--- config.mk ---
export PLATFORM = sky130hd
export DESIGN_NAME = bmpd_span_emitter
export DESIGN_NICKNAME = d
export VERILOG_FILES = /design/src/rtl/core/bmpd_pkg.sv /design/src/rtl/core/bmpd_span_emitter.sv
export SDC_FILE = /design/constraint.sdc
export NUM_CORES = 1
export LEC_CHECK = 0
export ABC_AREA = 1
export BUFFER_PORTS_ARGS = -buffer_cell sky130_fd_sc_hd__buf_2
export CAP_MARGIN = 20
export CORE_UTILIZATION = 47
export DETAILED_ROUTE_END_ITERATION = 8
export PLACE_DENSITY_LB_ADDON = 0.12
export SLEW_MARGIN = 20
export SYNTH_ARGS = -nofsm -noshare
export SYNTH_HDL_FRONTEND = slang
export SYNTH_SLANG_ARGS = --single-unit
export TNS_END_PERCENT = 5
--- constraint.sdc ---
create_clock -name clk -period 5.5 [get_ports clk]
set_input_delay 0 -clock clk [delete_from_list [all_inputs] [get_ports clk]]
set_output_delay 0 -clock clk [all_outputs]
set_load 0.05 [all_outputs]
--- src/rtl/core/bmpd_pkg.sv ---
// Shared types and constants for the BMP pixel stream decoder.
// Holds opcodes, format and status codes, the decode job record and colour tables.
// No dependencies.
package bmpd_pkg;

  localparam logic [1:0] OP_PALETTE = 2'd0;
  localparam logic [1:0] OP_START   = 2'd1;
  localparam logic [1:0] OP_DATA    = 2'd2;
  localparam logic [1:0] OP_END     = 2'd3;

  localparam logic [1:0] ST_SPAN  = 2'd0;
  localparam logic [1:0] ST_ERROR = 2'd1;
  localparam logic [1:0] ST_DONE  = 2'd2;

  localparam logic [3:0] FMT_IDX1   = 4'd0;
  localparam logic [3:0] FMT_IDX4   = 4'd1;
  localparam logic [3:0] FMT_IDX8   = 4'd2;
  localparam logic [3:0] FMT_RGB555 = 4'd3;
  localparam logic [3:0] FMT_RGB565 = 4'd4;
  localparam logic [3:0] FMT_BGR24  = 4'd5;
  localparam logic [3:0] FMT_BGRX32 = 4'd6;
  localparam logic [3:0] FMT_BGRA32 = 4'd7;
  localparam logic [3:0] FMT_RLE4   = 4'd8;
  localparam logic [3:0] FMT_RLE8   = 4'd9;

  localparam logic [2:0] CFG_FORMAT   = 3'd0;
  localparam logic [2:0] CFG_WIDTH    = 3'd1;
  localparam logic [2:0] CFG_HEIGHT   = 3'd2;
  localparam logic [2:0] CFG_TOP_DOWN = 3'd3;
  localparam logic [2:0] CFG_PAL_CNT  = 3'd4;

  typedef enum logic [2:0] {
    RLE_COUNT,
    RLE_VALUE,
    RLE_DELTA_X,
    RLE_DELTA_Y,
    RLE_ABS,
    RLE_PAD
  } rle_phase_t;

  typedef enum logic [1:0] {
    JOB_BITS,
    JOB_PAL,
    JOB_RGB
  } job_mode_t;

  // Results of one input item: nspan spans, then an optional status result.
  typedef struct packed {
    job_mode_t   mode;
    logic [3:0]  nspan;
    logic        tail;
    logic [1:0]  tail_status;
    logic [11:0] row;
    logic [11:0] col;
    logic [7:0]  len;
    logic [7:0]  bits;
    logic [31:0] color;
  } job_t;

  typedef logic [31:0][7:0] exp5_t;
  typedef logic [63:0][7:0] exp6_t;

  function automatic exp5_t build_exp5();
    exp5_t t;
    for (int i = 0; i < 32; i++) begin
      t[i] = 8'((i * 255 + 15) / 31);
    end
    return t;
  endfunction

  function automatic exp6_t build_exp6();
    exp6_t t;
    for (int i = 0; i < 64; i++) begin
      t[i] = 8'((i * 255 + 31) / 63);
    end
    return t;
  endfunction

  localparam exp5_t EXP5 = build_exp5();
  localparam exp6_t EXP6 = build_exp6();

  // Palette entry is BGR with blue low; result is RGBA with red low.
  function automatic logic [31:0] pal_rgba(input logic [23:0] v);
    return {8'hFF, v[7:0], v[15:8], v[23:16]};
  endfunction

endpackage

--- src/rtl/core/bmpd_span_emitter.sv ---
// Result sequencer: holds one decode job and its palette read data, and
// sends its results one transfer at a time through an output register.
// Depends on bmpd_pkg.
module bmpd_span_emitter (
  input  logic           clk,
  input  logic           rst,
  input  logic           load,
  input  bmpd_pkg::job_t job_in,
  input  logic [23:0]    rdata0,
  input  logic [23:0]    rdata1,
  output logic           free,
  output logic           m_tvalid,
  input  logic           m_tready,
  output logic [95:0]    m_tdata,
  output logic [1:0]     m_tuser,
  output logic           m_tlast
);
  import bmpd_pkg::*;

  job_t        job;
  logic        j_valid;
  logic [3:0]  k;
  logic [3:0]  total;
  logic        cur_last;
  logic        o_load;
  logic [1:0]  r_status;
  logic [11:0] r_col;
  logic [7:0]  r_len;
  logic [31:0] r_c0, r_c1;
  logic [31:0] pal0, pal1;

  always_comb begin
    total    = job.nspan + {3'd0, job.tail};
    cur_last = (k + 4'd1 == total);
    o_load   = j_valid && (!m_tvalid || m_tready);
    free     = !j_valid || (o_load && cur_last);
    pal0     = pal_rgba(rdata0);
    pal1     = pal_rgba(rdata1);

    r_status = job.tail_status;
    r_col    = '0;
    r_len    = '0;
    r_c0     = '0;
    r_c1     = '0;
    if (k < job.nspan) begin
      r_status = ST_SPAN;
      case (job.mode)
        JOB_BITS: begin
          r_col = job.col + {8'd0, k};
          r_len = 8'd1;
          r_c0  = job.bits[k[2:0]] ? pal1 : pal0;
          r_c1  = r_c0;
        end
        JOB_PAL: begin
          r_col = job.col;
          r_len = job.len;
          r_c0  = pal0;
          r_c1  = (job.len >= 8'd2) ? pal1 : pal0;
        end
        default: begin
          r_col = job.col;
          r_len = 8'd1;
          r_c0  = job.color;
          r_c1  = job.color;
        end
      endcase
    end
  end

  always_ff @(posedge clk) begin
    if (rst) begin
      j_valid <= 1'b0;
      k       <= '0;
    end else if (load) begin
      j_valid <= 1'b1;
      k       <= '0;
    end else if (o_load) begin
      if (cur_last) begin
        j_valid <= 1'b0;
      end else begin
        k <= k + 4'd1;
      end
    end
  end

  always_ff @(posedge clk) begin
    if (load) begin
      job <= job_in;
    end
  end

  always_ff @(posedge clk) begin
    if (rst) begin
      m_tvalid <= 1'b0;
    end else if (o_load) begin
      m_tvalid <= 1'b1;
    end else if (m_tready) begin
      m_tvalid <= 1'b0;
    end
  end

  always_ff @(posedge clk) begin
    if (o_load) begin
      m_tuser <= r_status;
      m_tlast <= cur_last;
      m_tdata <= {r_c1, r_c0, r_len, r_col,
                  (k < job.nspan) ? job.row : 12'd0};
    end
  end

endmodule

**After elaboration in Yosys (flattened, before gate mapping)**

Index checks and enable logic that the tools add are counted.

- Output and inout bits: 101
- Bits of input ports: 133
- Logic and storage cells: 52
- Flip-flop bits (word level): 186
- Memory bits (writable): 0
- Memories kept: 0
- Latch bits: 0
- ROM bits: 0

- Equality and inequality tests: 2
- $add $sub $neg: 3
- Divide/modulo/power cells: 0
- Reduce and logical (&&, ||, !) cells: 14
- Bitwise gates (word level): 1
- Shift operators: 0
- Order comparisons: 3
- Multipliers: 0
- Mux-type cells: 13

Operator list:

| kind | count |
|---|---|
| one-hot mux 32 bit (2 select lines) | 2 |
| 2-to-1 mux 24 bit | 2 |
| adder 12 x 4 -> 12 bit | 1 |
| 2-to-1 mux 12 bit | 1 |
| greater-or-equal comparator 8 x 2 -> 1 bit, second input constant | 1 |
| 2-to-1 mux 1 bit | 7 |
| AND reduction 2 bit | 3 |
| nonzero test 2 bit | 3 |
| adder 4 x 1 -> 4 bit | 1 |
| adder 4 x 1 -> 4 bit, second input constant | 1 |
| equality test 4 bit | 1 |
| less-than comparator 3 x 4 -> 1 bit, second input constant | 1 |
| less-than comparator 4 bit | 1 |
| binary-select mux 1 bit (select 3 bit) | 1 |
| equality test 2 x 1 -> 1 bit, second input constant | 1 |
| logical AND 1 bit | 2 |
| zero test 1 bit | 2 |
| zero test 2 bit | 1 |
| logical OR 1 bit | 2 |
| OR reduction 2 bit | 1 |
| inverter 1 bit | 1 |

**Longest topological paths before layout**

- Depth after elaboration: 5
- Mapped depth: 13
- Depth with buffers taken out: 13

**Least setup slack after synthesis**

No wires, ideal clock.

- Path kind: reg2reg
- Start: register m_tvalid
- End: register k[2]
- Cell stages (with the launch flop): 5
- Data arrival time: 6.029 ns
- Data required time: 5.380 ns
- Path buffers: 0
- Period minus slack after synthesis: 6.150 ns
- Setup time: 0.120 ns
- Path slack: -0.650 ns
- Cells stage by stage: dfxtp_1 a21oi_1 nand2_1 nor2_1 nor2_1

- Longest elaborated chain between the ends: 4

Ends and longest elaborated chain:

| what | RTL line | text |
|---|---|---|
| start: declaration | bmpd_span_emitter.sv:12 | `output logic m_tvalid,` |
| start signal: assignment | bmpd_span_emitter.sv:94 | `m_tvalid <= 1'b0;` |
| start signal: assignment | bmpd_span_emitter.sv:96 | `m_tvalid <= 1'b1;` |
| start signal: assignment | bmpd_span_emitter.sv:98 | `m_tvalid <= 1'b0;` |
| zero test 1 bit | bmpd_span_emitter.sv:35 | `o_load = j_valid && (!m_tvalid \|\| m_tready);` |
| logical OR 1 bit | bmpd_span_emitter.sv:35 |  |
| logical AND 1 bit | bmpd_span_emitter.sv:35 |  |
| named net o_load | bmpd_span_emitter.sv:25 | `logic o_load;` |
| AND reduction 2 bit (no line) | n/a |  |
| end signal: assignment | bmpd_span_emitter.sv:81 | `k <= k + 4'd1;` |
| end: declaration | bmpd_span_emitter.sv:22 | `logic [3:0] k;` |

The timed path passes the listed nets, and every way through them passes these cells.
A chain may end at the register's enable or synchronous reset.

**Worst setup path after layout**

- Start: register k[0]
- End: register m_tdata[85], data pin

- Longest elaborated chain between the ends: 4
- Elaborated cells between the ends (all ways): 5
- Classes of those cells: order compare: 1; mux: 4

Ends and longest elaborated chain:

| what | RTL line | text |
|---|---|---|
| binary-select mux 1 bit (select 3 bit) | bmpd_span_emitter.sv:51 | `r_c0 = job.bits[k[2:0]] ? pal1 : pal0;` |
| 2-to-1 mux 1 bit (implied by the code) | bmpd_span_emitter.sv:51 |  |
| 2-to-1 mux 24 bit | bmpd_span_emitter.sv:51 |  |
| one-hot mux 32 bit (2 select lines) | bmpd_span_emitter.sv:47 | `case (job.mode)` |
| end signal: assignment | bmpd_span_emitter.sv:106 | `m_tdata <= {r_c1, r_c0, r_len, r_col,` |
| end: declaration | bmpd_span_emitter.sv:14 | `output logic [95:0] m_tdata,` |

Several ways; a longest one is shown, not always the timed one. The select of a mux whose other input is x is not followed.

==> results.toml <==
[sta]
worstMarginPinSlew_ns = 1.07
timing.final.ws_setup_ns = 2.97
fin_skew_ns = 0.00786
setup_viol = 0
fmax_mhz = 396
timing.setup.tns_ns = 0
period_minus_slack_ns = 2.53
slew_headroom = 0.286
hold_viol = 0
rsz0062_at_grt = "no"
fin_crit_sh = 0.459
report.final.slew_viol_count = 0

[floorplanning]
dieArea_sq_um = 18000
die_y_um = 134
initial_core_util = 0.487
core_sq_um = 16800
die_x_um = 134
num_rows = 47
boundaryPins = 234

[setup_path]
start_kind = "flop"
r2r_start = "k[0]$_SDFFE_PP0P_"
slowest_stage = "dfxtp_1"
crit_chain = "nand2_1 -> nand3_1 -> nand3_2 -> nand2_4 -> nand2_1 -> nand3_1 -> nand2_1 -> nand2_1 -> nand2_1"
startpoint = "k[0]$_SDFFE_PP0P_"
endpoint_kind = "flop"
worstPathRequired_ns = 5.68
critPathArrivalTime_ns = 2.70
path_class = "reg -> reg"
slowest_delay_ns = 0.62
crit_fanout = 25
cp_common_cell = "nand2_1"

[global_routing]
antenna_found_initial = 1
grt_max_degree = 84
grt_pass1_vias = 6215
grt_pass1_wl_um = 29900
overflow = 0
grt_use_total = 0.220

[routing]
dr.first_iter.drc_count = 384
final_antenna_net_count = 0
wl_per_cell_um = 14.2
routed_wirelength_um = 19300
viasPerCell = 4.72
drc = 0
dr.pass1.iters = 5
vias = 6417

[synth]
synth_common_cells = "nand2_1, edfxtp_1, inv_1"
synth_top_area_share = 0.631
synth_edf_count = 172
ys_warn_count = 0
yosys.area.top_type = "edfxtp_1"
synthArstFlopShare = 0
avgSynthCellArea_sq_um = 10.1
yosysMostFrequentCell = "nand2_1"
synth.cell_area_sq_um = 8190
synthDistinctLibCells = 31
synthCells = 807
synth_ff_type = "edfxtp_1"
synthTopCellsByArea = "edfxtp_1, nand2_1, inv_1, nand3_1, nor2_1"
ys_ff_latch = 178
syn_nets = 951
seq_area_frac_synth = 0.645

[layout]
finalNonFillerCells = 1359
finalNetCount = 1270
area_delta_synth_final_pct = 33.9
drive_gt1_frac = 0.248

[clock_network]
clk_latency_ns = 0.42
htreeDepth = 4
clockBufferDepth = 2
post-cts-setup-buffers = 0
cts_sinks = 178
root_buffer = "clkbuf_16"
cts_hold_buf = 98
path_clk_slew_ns = 0.07
ctsResizeCount = 0
cts_made_buffers = 17
cts_tree = "yes"

[place]
placed_cells = 1229
place_congestion = 0.804
dp_hpwl_um = 12000
dp_slack_ns = 3.01
port_buffers = 233

[pwr]
power_density_nw_per_um2 = 322
p_switching_uw = 1050
vdd_drop_max_uv = 222
p_leak_uw = 0.00510
internal_power_uw = 2480
combPwrFrac = 0.206
power_uw = 3530
pwr-share-seq = 0.475
sw_frac_of_total = 0.298
pwr-share-clk = 0.318

[job]
maxCapViolCount = 0

[hold_path]
min_path_type = "in -> reg"
min_from = "rdata1[5]"

[outcome]
outcome = "finished clean"
## placed cells by master (no fill, tap or decap), drive strengths merged, types with 3 or more instances in the layout
cell | synthesis | final
ha | 10 | 10
o21ai | 27 | 27
nor2 | 67 | 67
clkinv | 1 | 8
a21oi | 43 | 43
xor2 | 8 | 8
dfxtp | 6 | 6
nand4 | 3 | 3
clkbuf | 6 | 19
nand3 | 80 | 80
buf | 29 | 237
nand2 | 204 | 204
edfxtp | 172 | 172
inv | 141 | 144
dlygate4sd3 | 0 | 98
nor3 | 4 | 4
## path summary, 6_finish.rpt
| kind | slack [ns] | depth (start not counted) | end |
|---|---|---|---|
| max | 2.97 | 9 | m_tdata[85]$_SDFFCE_PP0P_ |
| min | 0.03 | 5 | m_tdata[85]$_SDFFCE_PP0P_ |
| max reg2reg | 2.97 | 9 | m_tdata[85]$_SDFFCE_PP0P_ |
| min reg2reg | 0.48 | 2 | j_valid$_SDFFE_PP0P_ |
## cell families (layout without fill, tap and decap cells)
| group | Yosys count | after routing | share of synthesized area |
|---|---|---|---|
| AOI/OAI and AO/OA | 72 | 72 | 0.0452 |
| xor gates and xnor gates | 9 | 9 | 0.00963 |
| adders and majority gates | 11 | 11 | 0.0177 |
| buffers and inverters | 177 | 508 | 0.0940 |
| DFF | 178 | 178 | 0.645 |
| other | 0 | 1 | 0 |
| and+or+nand+nor | 360 | 360 | 0.188 |
## metrics by stage
| step | instance area (sq um) | hold slack, ns | util |
|---|---|---|---|
| after floorplan | 8190 | 0.0691 | - |
| final | 11000 | 0.0264 | 0.652 |
| after detailed placement | 9440 | 0.178 | 0.561 |
| after CTS | 11000 | 0.00487 | 0.652 |
| after global placement | 9440 | 0.176 | 0.561 |
| after global routing | 11000 | 0.0527 | 0.652 |
## area by class of cell
| class | instances | area (sq um) |
|---|---|---|
| flip-flops and latches | 178 | 5290 |
| inverters | 142 | 538 |
| well taps | 220 | 275 |
| fillers | 1383 | 5850 |
| repair buffers | 335 | 2180 |
| diodes | 1 | 2.50 |
| clock inverters | 12 | 109 |
| multi-input cells | 452 | 2140 |
| clock buffers | 19 | 433 |
## critical path: cells and delay by family (launching register included)
kind / cells / cell delay [ns]
flops: 1 / 0.62
simple gates: 9 / 1.64
## flip-flops by register name (all words and copies together) (netlist names)
register  flops
m_tuser       2
m_tlast       1
k             4
m_tdata      88
j_valid       1
job          81
m_tvalid      1
## power by group through the flow
| stage | clock network (uW) | logic, uW | registers, uW |
|---|---|---|---|
| after floorplan | 0 | 285 | 1920 |
| after global placement | 0 | 667 | 1710 |
| after detailed placement | 0 | 673 | 1710 |
| after CTS | 1150 | 731 | 1680 |
| after global routing | 1190 | 792 | 1690 |
| final | 1130 | 730 | 1680 |
## routing by layer
metal / GRT usage / share of wire / vias up
met1: 0.257 / 0.42 / 2886
met3: 0.0499 / 0.060 / 32
met5: 0 / 0 / -
met4: 0.0821 / 0.021 / 0
li1: - / - / 3257
met2: 0.392 / 0.50 / 242
Note: power is estimated with default switching activity, not from simulation.
