<file path="src/rtl/core/bmpd_pkg.sv">
// Shared types and constants for the BMP pixel stream decoder.
// Holds opcodes, format and status codes, the decode job record and colour tables.
// No dependencies.
package bmpd_pkg;

  localparam logic [1:0] OP_PALETTE = 2'd0;
  localparam logic [1:0] OP_START   = 2'd1;
  localparam logic [1:0] OP_DATA    = 2'd2;
  localparam logic [1:0] OP_END     = 2'd3;

  localparam logic [1:0] ST_SPAN  = 2'd0;
  localparam logic [1:0] ST_ERROR = 2'd1;
  localparam logic [1:0] ST_DONE  = 2'd2;

  localparam logic [3:0] FMT_IDX1   = 4'd0;
  localparam logic [3:0] FMT_IDX4   = 4'd1;
  localparam logic [3:0] FMT_IDX8   = 4'd2;
  localparam logic [3:0] FMT_RGB555 = 4'd3;
  localparam logic [3:0] FMT_RGB565 = 4'd4;
  localparam logic [3:0] FMT_BGR24  = 4'd5;
  localparam logic [3:0] FMT_BGRX32 = 4'd6;
  localparam logic [3:0] FMT_BGRA32 = 4'd7;
  localparam logic [3:0] FMT_RLE4   = 4'd8;
  localparam logic [3:0] FMT_RLE8   = 4'd9;

  localparam logic [2:0] CFG_FORMAT   = 3'd0;
  localparam logic [2:0] CFG_WIDTH    = 3'd1;
  localparam logic [2:0] CFG_HEIGHT   = 3'd2;
  localparam logic [2:0] CFG_TOP_DOWN = 3'd3;
  localparam logic [2:0] CFG_PAL_CNT  = 3'd4;

  typedef enum logic [2:0] {
    RLE_COUNT,
    RLE_VALUE,
    RLE_DELTA_X,
    RLE_DELTA_Y,
    RLE_ABS,
    RLE_PAD
  } rle_phase_t;

  typedef enum logic [1:0] {
    JOB_BITS,
    JOB_PAL,
    JOB_RGB
  } job_mode_t;

  // Results of one input item: nspan spans, then an optional status result.
  typedef struct packed {
    job_mode_t   mode;
    logic [3:0]  nspan;
    logic        tail;
    logic [1:0]  tail_status;
    logic [11:0] row;
    logic [11:0] col;
    logic [7:0]  len;
    logic [7:0]  bits;
    logic [31:0] color;
  } job_t;

  typedef logic [31:0][7:0] exp5_t;
  typedef logic [63:0][7:0] exp6_t;

  function automatic exp5_t build_exp5();
    exp5_t t;
    for (int i = 0; i < 32; i++) begin
      t[i] = 8'((i * 255 + 15) / 31);
    end
    return t;
  endfunction

  function automatic exp6_t build_exp6();
    exp6_t t;
    for (int i = 0; i < 64; i++) begin
      t[i] = 8'((i * 255 + 31) / 63);
    end
    return t;
  endfunction

  localparam exp5_t EXP5 = build_exp5();
  localparam exp6_t EXP6 = build_exp6();

  // Palette entry is BGR with blue low; result is RGBA with red low.
  function automatic logic [31:0] pal_rgba(input logic [23:0] v);
    return {8'hFF, v[7:0], v[15:8], v[23:16]};
  endfunction

endpackage

</file>
<file path="src/rtl/core/bmpd_byte_decoder.sv">
// Decode control: configuration registers, row/column/RLE state and job building.
// Depends on bmpd_pkg; drives the palette memory ports.
module bmpd_byte_decoder #(
  parameter int MAX_WIDTH     = 4096,
  parameter int MAX_HEIGHT    = 4096,
  parameter int PALETTE_DEPTH = 256,
  parameter int AW            = 8
) (
  input  logic                clk,
  input  logic                rst,
  input  logic                cfg_we,
  input  logic [2:0]          cfg_index,
  input  logic [12:0]         cfg_data,
  input  logic                accept,
  input  logic [1:0]          op,
  input  logic [7:0]          palette_slot,
  input  logic [23:0]         palette_bgr,
  input  logic [7:0]          data_byte,
  output logic                settle,
  output logic                pal_we,
  output logic [AW-1:0]       pal_waddr,
  output logic [23:0]         pal_wdata,
  output logic [AW-1:0]       pal_raddr0,
  output logic [AW-1:0]       pal_raddr1,
  output logic                job_has,
  output bmpd_pkg::job_t      job
);
  import bmpd_pkg::*;

  localparam logic [16:0] MAXW  = 17'(MAX_WIDTH);
  localparam logic [16:0] MAXH  = 17'(MAX_HEIGHT);
  localparam logic [8:0]  DEPTH = 9'(PALETTE_DEPTH);

  logic [3:0]  fmt;
  logic [12:0] width;
  logic [12:0] height;
  logic        top_down;
  logic [8:0]  pal_count;

  logic [15:0] raw, raw_next;
  logic [15:0] stride, stride_next;
  logic        bad, bad_next;
  logic [8:0]  lim, lim_next;

  logic [12:0] col, col_next;
  logic [12:0] row, row_next;
  logic [15:0] pos, pos_next;
  logic [23:0] gather, gather_next;
  logic [1:0]  gphase, gphase_next;
  rle_phase_t  rphase, rphase_next;
  logic [7:0]  hold, hold_next;
  logic [7:0]  left, left_next;
  logic        err_flag, err_next;
  logic        done_flag, done_next;

  always_ff @(posedge clk) begin
    if (rst) begin
      fmt       <= FMT_IDX1;
      width     <= 13'd1;
      height    <= 13'd1;
      top_down  <= 1'b0;
      pal_count <= 9'd0;
      settle    <= 1'b1;
    end else begin
      settle <= cfg_we;
      if (cfg_we) begin
        case (cfg_index)
          CFG_FORMAT:   fmt       <= cfg_data[3:0];
          CFG_WIDTH:    width     <= cfg_data;
          CFG_HEIGHT:   height    <= cfg_data;
          CFG_TOP_DOWN: top_down  <= cfg_data[0];
          CFG_PAL_CNT:  pal_count <= cfg_data[8:0];
          default: ;
        endcase
      end
    end
  end

  // Values that follow from configuration alone, registered from the configuration registers.
  always_comb begin
    case (fmt)
      FMT_IDX1:               raw_next = ({3'd0, width} + 16'd7) >> 3;
      FMT_IDX4:               raw_next = ({3'd0, width} + 16'd1) >> 1;
      FMT_IDX8:               raw_next = {3'd0, width};
      FMT_RGB555, FMT_RGB565: raw_next = {2'd0, width, 1'b0};
      FMT_BGR24:              raw_next = {2'd0, width, 1'b0} + {3'd0, width};
      default:                raw_next = {1'b0, width, 2'b0};
    endcase
    stride_next = (raw_next + 16'd3) & ~16'd3;
    bad_next = (fmt > FMT_RLE8) || (width == 13'd0) || ({4'd0, width} > MAXW) ||
               (height == 13'd0) || ({4'd0, height} > MAXH);
    lim_next = (pal_count < DEPTH) ? pal_count : DEPTH;
  end

  always_ff @(posedge clk) begin
    raw    <= raw_next;
    stride <= stride_next;
    bad    <= bad_next;
    lim    <= lim_next;
  end

  always_ff @(posedge clk) begin
    if (rst) begin
      col       <= '0;
      row       <= '0;
      pos       <= '0;
      gather    <= '0;
      gphase    <= '0;
      rphase    <= RLE_COUNT;
      hold      <= '0;
      left      <= '0;
      err_flag  <= 1'b0;
      done_flag <= 1'b0;
    end else if (accept) begin
      col       <= col_next;
      row       <= row_next;
      pos       <= pos_next;
      gather    <= gather_next;
      gphase    <= gphase_next;
      rphase    <= rphase_next;
      hold      <= hold_next;
      left      <= left_next;
      err_flag  <= err_next;
      done_flag <= done_next;
    end
  end

  function automatic job_t pal_job(input job_t base, input logic [7:0] len,
                                   input logic [7:0] i0, input logic [7:0] i1,
                                   input logic [8:0] lm);
    job_t j;
    j = base;
    j.mode = JOB_PAL;
    if ({1'b0, i0} >= lm) begin
      j.nspan = 4'd0;
      j.tail = 1'b1;
      j.tail_status = ST_ERROR;
    end else if (len >= 8'd2 && {1'b0, i1} >= lm) begin
      j.nspan = 4'd1;
      j.len = 8'd1;
      j.tail = 1'b1;
      j.tail_status = ST_ERROR;
    end else begin
      j.nspan = 4'd1;
      j.len = len;
    end
    return j;
  endfunction

  logic [12:0] row_flip;
  logic [13:0] rem;
  logic [3:0]  n1;
  logic        found;
  logic [3:0]  first_bad;
  logic [15:0] p16;
  logic [7:0]  cr, cg, cb, ca;
  logic        four;
  logic [7:0]  hi_idx, lo_idx;
  logic [7:0]  abs_n;
  logic [7:0]  left_sub;
  logic [8:0]  packed_cnt;
  logic        row_over;
  logic [13:0] col_b, col_h, row_b;

  always_comb begin
    col_next    = col;
    row_next    = row;
    pos_next    = pos;
    gather_next = gather;
    gphase_next = gphase;
    rphase_next = rphase;
    hold_next   = hold;
    left_next   = left;
    err_next    = err_flag;
    done_next   = done_flag;
    pal_we      = 1'b0;
    pal_waddr   = palette_slot[AW-1:0];
    pal_wdata   = palette_bgr;
    pal_raddr0  = '0;
    pal_raddr1  = '0;

    row_flip = top_down ? row : (height - 13'd1 - row);
    job = '0;
    job.mode = JOB_RGB;
    job.row = row_flip[11:0];
    job.col = col[11:0];
    job.len = 8'd1;

    rem = {1'b0, width} - {1'b0, col};
    n1 = (col >= width) ? 4'd0 : ((rem >= 14'd8) ? 4'd8 : rem[3:0]);
    found = 1'b0;
    first_bad = 4'd0;
    p16 = {data_byte, gather[7:0]};
    cr = 8'd0;
    cg = 8'd0;
    cb = 8'd0;
    ca = 8'hFF;
    four = (fmt == FMT_RLE4);
    hi_idx = four ? {4'd0, data_byte[7:4]} : data_byte;
    lo_idx = four ? {4'd0, data_byte[3:0]} : data_byte;
    abs_n = (four && left >= 8'd2) ? 8'd2 : 8'd1;
    left_sub = left - abs_n;
    packed_cnt = four ? (({1'b0, hold} + 9'd1) >> 1) : {1'b0, hold};
    row_over = (row >= height);
    col_b = {1'b0, col} + {6'd0, data_byte};
    col_h = {1'b0, col} + {6'd0, hold};
    row_b = {1'b0, row} + {6'd0, data_byte};

    case (op)
      OP_PALETTE: begin
        pal_we = ({1'b0, palette_slot} < DEPTH);
      end
      OP_START: begin
        col_next    = '0;
        row_next    = '0;
        pos_next    = '0;
        gather_next = '0;
        gphase_next = '0;
        rphase_next = RLE_COUNT;
        hold_next   = '0;
        left_next   = '0;
        err_next    = 1'b0;
        done_next   = 1'b0;
        if (bad) begin
          job.tail = 1'b1;
          job.tail_status = ST_ERROR;
        end
      end
      OP_DATA: begin
        if (!err_flag && !done_flag) begin
          if (bad) begin
            job.tail = 1'b1;
            job.tail_status = ST_ERROR;
          end else if (fmt >= FMT_RLE4) begin
            pal_raddr0 = hi_idx[AW-1:0];
            pal_raddr1 = lo_idx[AW-1:0];
            case (rphase)
              RLE_VALUE: begin
                rphase_next = RLE_COUNT;
                if (hold != 8'd0) begin
                  if (row_over || col_h > {1'b0, width}) begin
                    job.tail = 1'b1;
                    job.tail_status = ST_ERROR;
                  end else begin
                    job = pal_job(job, hold, hi_idx, lo_idx, lim);
                    col_next = col_h[12:0];
                  end
                end else if (data_byte == 8'd0) begin
                  if (row_over) begin
                    job.tail = 1'b1;
                    job.tail_status = ST_ERROR;
                  end else begin
                    col_next = '0;
                    row_next = row + 13'd1;
                  end
                end else if (data_byte == 8'd1) begin
                  done_next = 1'b1;
                end else if (data_byte == 8'd2) begin
                  rphase_next = RLE_DELTA_X;
                end else begin
                  if (row_over || col_b > {1'b0, width}) begin
                    job.tail = 1'b1;
                    job.tail_status = ST_ERROR;
                  end else begin
                    hold_next = data_byte;
                    left_next = data_byte;
                    rphase_next = RLE_ABS;
                  end
                end
              end
              RLE_DELTA_X: begin
                hold_next = data_byte;
                rphase_next = RLE_DELTA_Y;
              end
              RLE_DELTA_Y: begin
                rphase_next = RLE_COUNT;
                if (col_h > {1'b0, width} || row_b > {1'b0, height}) begin
                  job.tail = 1'b1;
                  job.tail_status = ST_ERROR;
                end else begin
                  col_next = col_h[12:0];
                  row_next = row_b[12:0];
                end
              end
              RLE_ABS: begin
                job = pal_job(job, four ? abs_n : 8'd1, hi_idx, lo_idx, lim);
                if (!job.tail) begin
                  col_next = col + {5'd0, abs_n};
                  left_next = left_sub;
                  if (left_sub == 8'd0) begin
                    rphase_next = packed_cnt[0] ? RLE_PAD : RLE_COUNT;
                  end
                end
              end
              RLE_PAD: begin
                rphase_next = RLE_COUNT;
              end
              default: begin
                hold_next = data_byte;
                rphase_next = RLE_VALUE;
              end
            endcase
          end else begin
            if (pos < raw) begin
              case (fmt)
                FMT_IDX1: begin
                  pal_raddr0 = AW'(0);
                  pal_raddr1 = AW'(1);
                  job.mode = JOB_BITS;
                  for (int i = 0; i < 8; i++) begin
                    job.bits[i] = data_byte[7-i];
                    if (!found && 4'(i) < n1 &&
                        (data_byte[7-i] ? (lim < 9'd2) : (lim == 9'd0))) begin
                      found = 1'b1;
                      first_bad = 4'(i);
                    end
                  end
                  job.nspan = found ? first_bad : n1;
                  job.tail = found;
                  job.tail_status = ST_ERROR;
                  col_next = col + {9'd0, n1};
                end
                FMT_IDX4: begin
                  pal_raddr0 = AW'(data_byte[7:4]);
                  pal_raddr1 = AW'(data_byte[3:0]);
                  job = pal_job(job, (rem >= 14'd2) ? 8'd2 : 8'd1,
                                {4'd0, data_byte[7:4]}, {4'd0, data_byte[3:0]}, lim);
                  col_next = col + ((rem >= 14'd2) ? 13'd2 : 13'd1);
                end
                FMT_IDX8: begin
                  pal_raddr0 = data_byte[AW-1:0];
                  pal_raddr1 = data_byte[AW-1:0];
                  job = pal_job(job, 8'd1, data_byte, data_byte, lim);
                  col_next = col + 13'd1;
                end
                FMT_RGB555, FMT_RGB565: begin
                  if (gphase == 2'd0) begin
                    gather_next = {16'd0, data_byte};
                    gphase_next = 2'd1;
                  end else begin
                    gphase_next = 2'd0;
                    if (fmt == FMT_RGB565) begin
                      cr = EXP5[p16[15:11]];
                      cg = EXP6[p16[10:5]];
                    end else begin
                      cr = EXP5[p16[14:10]];
                      cg = EXP5[p16[9:5]];
                    end
                    cb = EXP5[p16[4:0]];
                    job.nspan = 4'd1;
                    job.color = {ca, cb, cg, cr};
                    col_next = col + 13'd1;
                  end
                end
                default: begin
                  if (gphase < ((fmt == FMT_BGR24) ? 2'd2 : 2'd3)) begin
                    case (gphase)
                      2'd0:    gather_next = {16'd0, data_byte};
                      2'd1:    gather_next[15:8] = data_byte;
                      default: gather_next[23:16] = data_byte;
                    endcase
                    gphase_next = gphase + 2'd1;
                  end else begin
                    gphase_next = 2'd0;
                    if (fmt == FMT_BGR24) begin
                      cr = data_byte;
                      cg = gather[15:8];
                      cb = gather[7:0];
                    end else begin
                      cr = gather[23:16];
                      cg = gather[15:8];
                      cb = gather[7:0];
                      ca = (fmt == FMT_BGRA32) ? data_byte : 8'hFF;
                    end
                    job.nspan = 4'd1;
                    job.color = {ca, cb, cg, cr};
                    col_next = col + 13'd1;
                  end
                end
              endcase
            end
            // Advance the row byte count unless a palette fault stopped the byte.
            if (!job.tail) begin
              pos_next = pos + 16'd1;
              if ({1'b0, pos} + 17'd1 >= {1'b0, stride}) begin
                pos_next = '0;
                col_next = '0;
                gphase_next = '0;
                gather_next = '0;
                row_next = row + 13'd1;
                if (row + 13'd1 >= height) begin
                  done_next = 1'b1;
                end
              end
            end
          end
        end
      end
      default: begin
        job.tail = 1'b1;
        job.tail_status = (done_flag && !err_flag) ? ST_DONE : ST_ERROR;
      end
    endcase

    if (op != OP_END && job.tail) begin
      err_next = 1'b1;
    end
    job_has = (job.nspan != 4'd0) || job.tail;
  end

endmodule

</file>
<file path="config.mk">
export PLATFORM = sky130hd
export DESIGN_NAME = bmpd_byte_decoder
export DESIGN_NICKNAME = d
export VERILOG_FILES = /design/src/rtl/core/bmpd_pkg.sv /design/src/rtl/core/bmpd_byte_decoder.sv
export SDC_FILE = /design/constraint.sdc
export NUM_CORES = 1
export LEC_CHECK = 0
export ABC_CLOCK_PERIOD_IN_PS = 5000
export BUFFER_PORTS_ARGS = -buffer_cell sky130_fd_sc_hd__buf_4
export CORE_UTILIZATION = 30
export CTS_CLUSTER_SIZE = 8
export DETAILED_ROUTE_END_ITERATION = 8
export PLACE_DENSITY_LB_ADDON = 0.3
export RECOVER_POWER = 25
export REMOVE_ABC_BUFFERS = 1
export SLEW_MARGIN = 20
export SYNTH_ARGS = -nofsm -noshare
export SYNTH_HDL_FRONTEND = slang
export SYNTH_SLANG_ARGS = --single-unit
</file>
<file path="constraint.sdc">
create_clock -name clk -period 5 [get_ports clk]
set_clock_uncertainty 0.15 [all_clocks]
set_input_delay 0.25 -clock clk [delete_from_list [all_inputs] [get_ports clk]]
set_output_delay 0.25 -clock clk [all_outputs]
set_load 0.01 [all_outputs]
</file>
# Word level (Yosys, flattened, before mapping)
# Memories as Yosys holds them, arrays and structs flattened. A register that Yosys moved wholly into a read port is not among the register bits.
# Cells that the tools add are included.
dict set report word_totals {
  in_bits 62
  n_memories 5
  mem_bits_ro 1536
  regBits 170
}
# memory words word_bits rd rd_ports_with_merged_regs wr line
set mem_list {}
lappend mem_list {{(no name shown)} 64 8 1 0 0 bmpd_byte_decoder.sv:344} ;# cg = EXP6[p16[10:5]];
lappend mem_list {{(no name shown)} 32 8 1 1 0 bmpd_byte_decoder.sv:349} ;# cb = EXP5[p16[4:0]];
lappend mem_list {{(no name shown)} 32 8 1 0 0 bmpd_byte_decoder.sv:347} ;# cg = EXP5[p16[9:5]];
lappend mem_list {{(no name shown)} 32 8 1 0 0 bmpd_byte_decoder.sv:346} ;# cr = EXP5[p16[14:10]];
lappend mem_list {{(no name shown)} 32 8 1 0 0 bmpd_byte_decoder.sv:343} ;# cr = EXP5[p16[15:11]];
dict set report classes {
  n_reduce_logical 71
  add_sub_neg 20
  n_eq_ne 53
  order_cmp 39
  mux 267
}
# operator count
set op_table {}
lappend op_table {{$mux W81} 7}
lappend op_table {{$mux W8} 38}
lappend op_table {{$mux W13} 23}
lappend op_table {{$mux W24} 8}
lappend op_table {{$mux W72} 2}
lappend op_table {{$pmux W8 S2} 7}
lappend op_table {{$mux W48} 2}
lappend op_table {{$pmux W24 S2} 2}
lappend op_table {{$pmux W48 S2} 1}
lappend op_table {{$mux W1} 84}
lappend op_table {{$mux W16} 5}
lappend op_table {{$pmux W13 S2} 3}
lappend op_table {{$mux W3} 25}
lappend op_table {{$pmux W15 S5} 1}
lappend op_table {{$mux W32} 2}
lappend op_table {{$pmux W32 S2} 1}
lappend op_table {{$pmux W13 S4} 1}
lappend op_table {{$mux W4} 12}
lappend op_table {{$add A13 B8 Y14} 3}
lappend op_table {{$gt A14 B13 Y1} 3}
lappend op_table {{$ge A13 B13 Y1} 3}
lappend op_table {{$ne A3 B3 Y1 const B} 13}
lappend op_table {{$pmux W13 S3} 1}
lappend op_table {{$mux W7} 5}
lappend op_table {{85 further kinds} 198}

# Logic depth before layout (Yosys ltp)
dict set report depth {
  depth_word 97
  depth_mapped 27
  depth_no_buf 25
}

# Least setup slack after synthesis
# OpenSTA, ideal clock, no wires.
dict set report synth_timing {
  kind {register -> output}
  from {register col[1]}
  to {output job_has}
  path_slack_ps -656
  path_buffers 0
  required_time_ps 4600
  arrival_ps 5256
  stages_incl_launch_ff 23
  cell_sequence {dfxtp_1 > ha_1 > a21o_1 > a21oi_1 > nor2b_1 > o21a_1 > o311a_1 > o21a_1 > nor2_1 > ha_1 > a21o_1 > a21o_1 > a21oi_1 > o21ai_0 > a21o_1 > a211oi_1 > o21ai_0 > nor3_1 > a21oi_1 > a211oi_1 > a211oi_1 > nand2b_1 > or4b_2}
}
# item line
set synth_rtl {}
lappend synth_rtl {{start: declaration} bmpd_byte_decoder.sv:45} ;# logic [12:0] col, col_next;
lappend synth_rtl {{start signal: assignment} bmpd_byte_decoder.sv:115} ;# col <= col_next;
lappend synth_rtl {{end: declaration} bmpd_byte_decoder.sv:25} ;# output logic job_has,

# Worst setup path after layout
dict set report layout_timing {
  from {register col[1]}
  to {output job_has}
}
dict set report layout_between {
  elab_chain_len 96
  elab_cells_between_ends 138
  classes_between {add/sub (3); order compare (14); mux (93); reduce/logical (28)}
}
# item line
set layout_rtl {}
lappend layout_rtl {{$sub A13 B13 Y14} bmpd_byte_decoder.sv:189} ;# rem = {1'b0, width} - {1'b0, col};
lappend layout_rtl {{$ge A14 B4 Y1} bmpd_byte_decoder.sv:190} ;# n1 = (col >= width) ? 4'd0 : ((rem >= 14'd8) ? 4'd8 : rem[3:0]);
lappend layout_rtl {{$mux W4 (2 in a row)} bmpd_byte_decoder.sv:190}
lappend layout_rtl {{$lt A1 B4 Y1} bmpd_byte_decoder.sv:312} ;# if (!found && 4'(i) < n1 &&
lappend layout_rtl {{$logic_and A1 B1 Y1} bmpd_byte_decoder.sv:312}
lappend layout_rtl {{$mux W1} bmpd_byte_decoder.sv:312}
lappend layout_rtl {{$mux W1} bmpd_byte_decoder.sv:305} ;# case (fmt)
lappend layout_rtl {{$mux W1} bmpd_byte_decoder.sv:304} ;# if (pos < raw) begin
lappend layout_rtl {{[79 not listed]} --}
lappend layout_rtl {{$mux W81} bmpd_byte_decoder.sv:230} ;# if (!err_flag && !done_flag) begin
lappend layout_rtl {{$mux W81} bmpd_byte_decoder.sv:209} ;# case (op)
lappend layout_rtl {{$mux W81 (*)} bmpd_byte_decoder.sv:234} ;# end else if (fmt >= FMT_RLE4) begin
lappend layout_rtl {{$mux W6} bmpd_byte_decoder.sv:231} ;# if (bad) begin
lappend layout_rtl {{$mux W81 (*)} bmpd_byte_decoder.sv:230}
lappend layout_rtl {{$mux W6} bmpd_byte_decoder.sv:209}
lappend layout_rtl {{$reduce_bool A4 Y1} bmpd_byte_decoder.sv:408} ;# job_has = (job.nspan != 4'd0) || job.tail;
lappend layout_rtl {{$logic_or A1 B1 Y1 (*)} bmpd_byte_decoder.sv:408}
# Every way passes the cells marked *; elsewhere a longest branch is shown, timed or not. The select of a mux whose other input is x is not followed.

==> metrics.md <==
| Metric | Value |
|---|---|
| Number of global-route vias before repair | `19700` |
| Maxcap violations | `1` |
| CP Launch Point | `col[1]` |
| Max Freq | `169 MHz` |
| Placer congestion estimate | `between 0.9 and 1` |
| Longest Clk Path Bufs | `2` |
| Leakage | `0.00988 uW` |
| Synthesis Warnings | `0` |
| Max-slew violations | `81` |
| 1st-iter DRT viols | `roughly 1900` |
| Pin count of the biggest net entering global routing | `81` |
| Mapped Cells | `2491` |
| DP Wirelength | `~63 mm` |
| Die H | `246 um` |
| Psw | `approximately 1800 uW` |
| Synthesized cell area | `0.0179 mm^2` |
| Post-synth EDFFs | `0` |
| Hold/Removal Path Class | `in2reg` |
| Status | `finished, violations left` |
| Top post-synthesis cells by area | `dfxtp_1, ha_1, a21oi_1` |
| Width of the die | `roughly 250 um` |
| CP Data Arrival Time | `5.53 ns` |
| Flop pwr share | `between 30% and 40%` |
| First-pass GRT wire length | `121 mm` |
| Setup crit end kind | `primary output` |
| Tcrit/Tclk final | `119%` |
| Setup_tns | `-14.59 ns` |
| Drt wl/cell | `22.3 um` |
| Initial antenna violation count | `1` |
| Area grow syn2layout | `33.2%` |
| Combinational power share | `slightly above 40%` |
| Crit path largest cell delay | `0.49 ns` |
| CP max FO | `3` |
| # H-tree levels | `4` |
| Avg Vias per Cell | `approximately 5.7` |
| Skew-Pair Late Insertion Delay | `roughly 0.50 ns` |
| RSZ-0062 raised after global routing | `yes` |
| Synth unique cells | `82` |
| ANT cells | `0` |
| Sw Share | `a little under two fifths` |
| Final worst slack | `-0.929 ns` |
| Area of the multi-input gates | `0.0139 mm^2` |
| Layout cells sized above 1 | `24.8%` |
| # DRC | `0` |
| TritonCTS clock tree | `done` |
| Core Footprint | `0.0590 mm^2` |
| Main synth FF type | `dfxtp_1` |
| Endpoints failing hold | `0` |
| Clock share of power | `28.2%` |
| Design Power | `between 4000 and 5000 uW` |
| Rel. slew slack | `-186%` |
| ANT nets after route | `0` |
| Post-Syn Area per Cell | `7.19 um^2` |
| Failing checks | `capacitance limit, slew limit, setup timing` |
| DRT Pass-1 Iters | `8` |
| Total number of vias | `20600` |
| Register bit total from synthesis | `around 180` |
| Clock period minus worst slack | `5.93 ns` |
| Peak VDD IR | `0.000286 V` |
| Commonest non-fill, non-tap cells in the layout | `buf_4, nor2_1, nand2_1` |
| Most common cell after layout, fill and taps aside | `buf_4` |
| Slew @ Worst Pin | `4.30 ns` |
| Critical-path top delay cell | `or4b_4` |
| Cts bufs inserted | `17` |
| Buf/Inv on CP | `3` |
| Final WL | `81.4 mm` |
| Synth top area share | `19.7%` |
| Synth area leader | `dfxtp_1` |
| Fillers | `6109` |
| Startpoint class of the critical path | `flip-flop` |
| Fraction of registers with async set/reset | `0%` |
| Reg-to-reg critical path startpoint | `col[1]` |
| Setup CP Type | `reg2out` |
| PD cells | `roughly 200 mW/mm^2` |
| # IOs | `~190` |
| # nets final | `3138` |
| DIE AREA | `0.0607 mm^2` |
| I/O Buffers | `129` |
| Initial Utilization | `30.3%` |
| Int Power | `3020 uW` |
| Seq. cell area | `0.00353 mm^2` |
| Clock slew at reported path FFs | `0.07 ns` |
| Sequential area share after synthesis | `19.7%` |
| Overflow after GRT | `0` |
| Final setup viols | `37` |
| Crit path max-delay family | `compound AO/OA/AOI/OAI gates` |
| Total GRT Usage | `approximately a quarter` |
| CTS Root Cell | `clkbuf_16` |
| Clk sinks | `~180` |
| Hold path start | `cfg_index[2]` |
| Worst endpoint required time | `4.60 ns` |
| Rows | `~90` |
==> cells by family after synthesis <==
logic type / after synthesis / synth area share, %
fa+ha+maj: 211 / 15.1
compound gates: 736 / 26.3
xor+xnor: 134 / 6.55
mux: 16 / 0.929
flops: 176 / 19.7
buf+inv: 329 / 7.87
simple gates: 889 / 23.5
==> routing by layer <==
metal / global-route usage, % / share of wire (%) / vias to the layer above
li1: - / - / 9609
met1: 34.8 / 43 / 9937
met2: 41.6 / 45 / 905
met3: 5.31 / 7.9 / 177
met4: 11.1 / 4.3 / 2
met5: 0.980 / 0.081 / -
==> layout make-up <==
class | instances | area share (%)
Multi-Input combinational cell | 1986 | 58.2
Timing Repair Buffer | 531 | 18.1
Clock inverter | 13 | 0.546
Clock buffer | 19 | 1.82
Tap cell | 773 | 4.06
Inverter | 153 | 2.43
Sequential cell | 176 | 14.8
==> worst reg2reg max path: cells and delay by family (launching register included) <==
kind	cells	cell delay, ns
flops	1	0.36
buf+inv	8	1.06
simple gates	3	0.35
fa+ha+maj	2	0.48
compound gates	17	3.02
==> sequential cells by signal, summed over array words and instances, names as in the netlist, 8 cells and up, named ones only <==
signal     count
hold           8
gather        24
left           8
pal_count      9
raw           15
width         13
stride        14
lim            9
col           13
row           13
pos           16
height        13
==> synthesized netlist by cell type (10+ instances only) <==
cell and instances:
nand3b_1 14, o21bai_1 23, a31oi_1 25, and2_1 29, nor2b_1 35, xor2_1 24, nor3b_1 11, clkbuf_1 124
o22ai_1 27, ha_1 202, inv_1 153, o211ai_1 16, or3_1 17, nor2_1 266, a211oi_1 28, a22oi_1 49
a221oi_1 10, o21ai_0 135, mux2i_1 11, nand2_1 235, xnor2_1 110, nor4_1 24, a21o_1 58, nand2b_1 32
dfxtp_1 176, nand3_1 72, nor3_1 73, nand4_1 28, o21a_1 19, a21oi_1 239, buf_4 46, and3_1 27
==> timing repair <==
| action | CTS | global route |
|---|---|---|
| gates cloned | 3 | 0 |
| resized for setup | 179 | 120 |
| buffers inserted | 61 | 38 |
| hold buffers | 17 | 0 |
| endpoints found under the hold margin | 39 | 0 |
| setup endpoints to repair | 66 | 77 |
| pin swaps | 102 | 79 |
==> worst paths after layout <==
kind	end	depth (start not counted)	slack, ns
hold / removal	top_down	5	0.06
setup reg to reg	col[4]	30	-0.68
setup / recovery	job_has	27	-0.93
hold reg to reg	pal_count[7]	2	0.30
==> power groups by stage <==
stage / logic, uW / registers [uW] / clock network, uW
after floorplan: 830 / 1510 / 0
after global placement: 1610 / 1500 / 0
after detailed placement: 1620 / 1500 / 0
after CTS: 1830 / 1470 / 1400
after global routing: 2130 / 1470 / 1450
final: 2000 / 1470 / 1360
==> metrics by stage <==
step                cells  instance area (um^2)  hold WS, ns  utilization [%]  setup slack [ns]
floorplan            2315                 17100        0.169                -            -0.724
global placement     3517                 21300        0.288             36.1            -0.891
detailed placement   3517                 21300        0.292             36.1            -0.885
CTS                  3624                 23200       0.0202             39.3            -0.863
global route         3651                 23800       0.0807             40.4             -1.10
finish               3651                 23800       0.0596             40.4            -0.929
No activity file was read; power rests on OpenSTA's default activity.
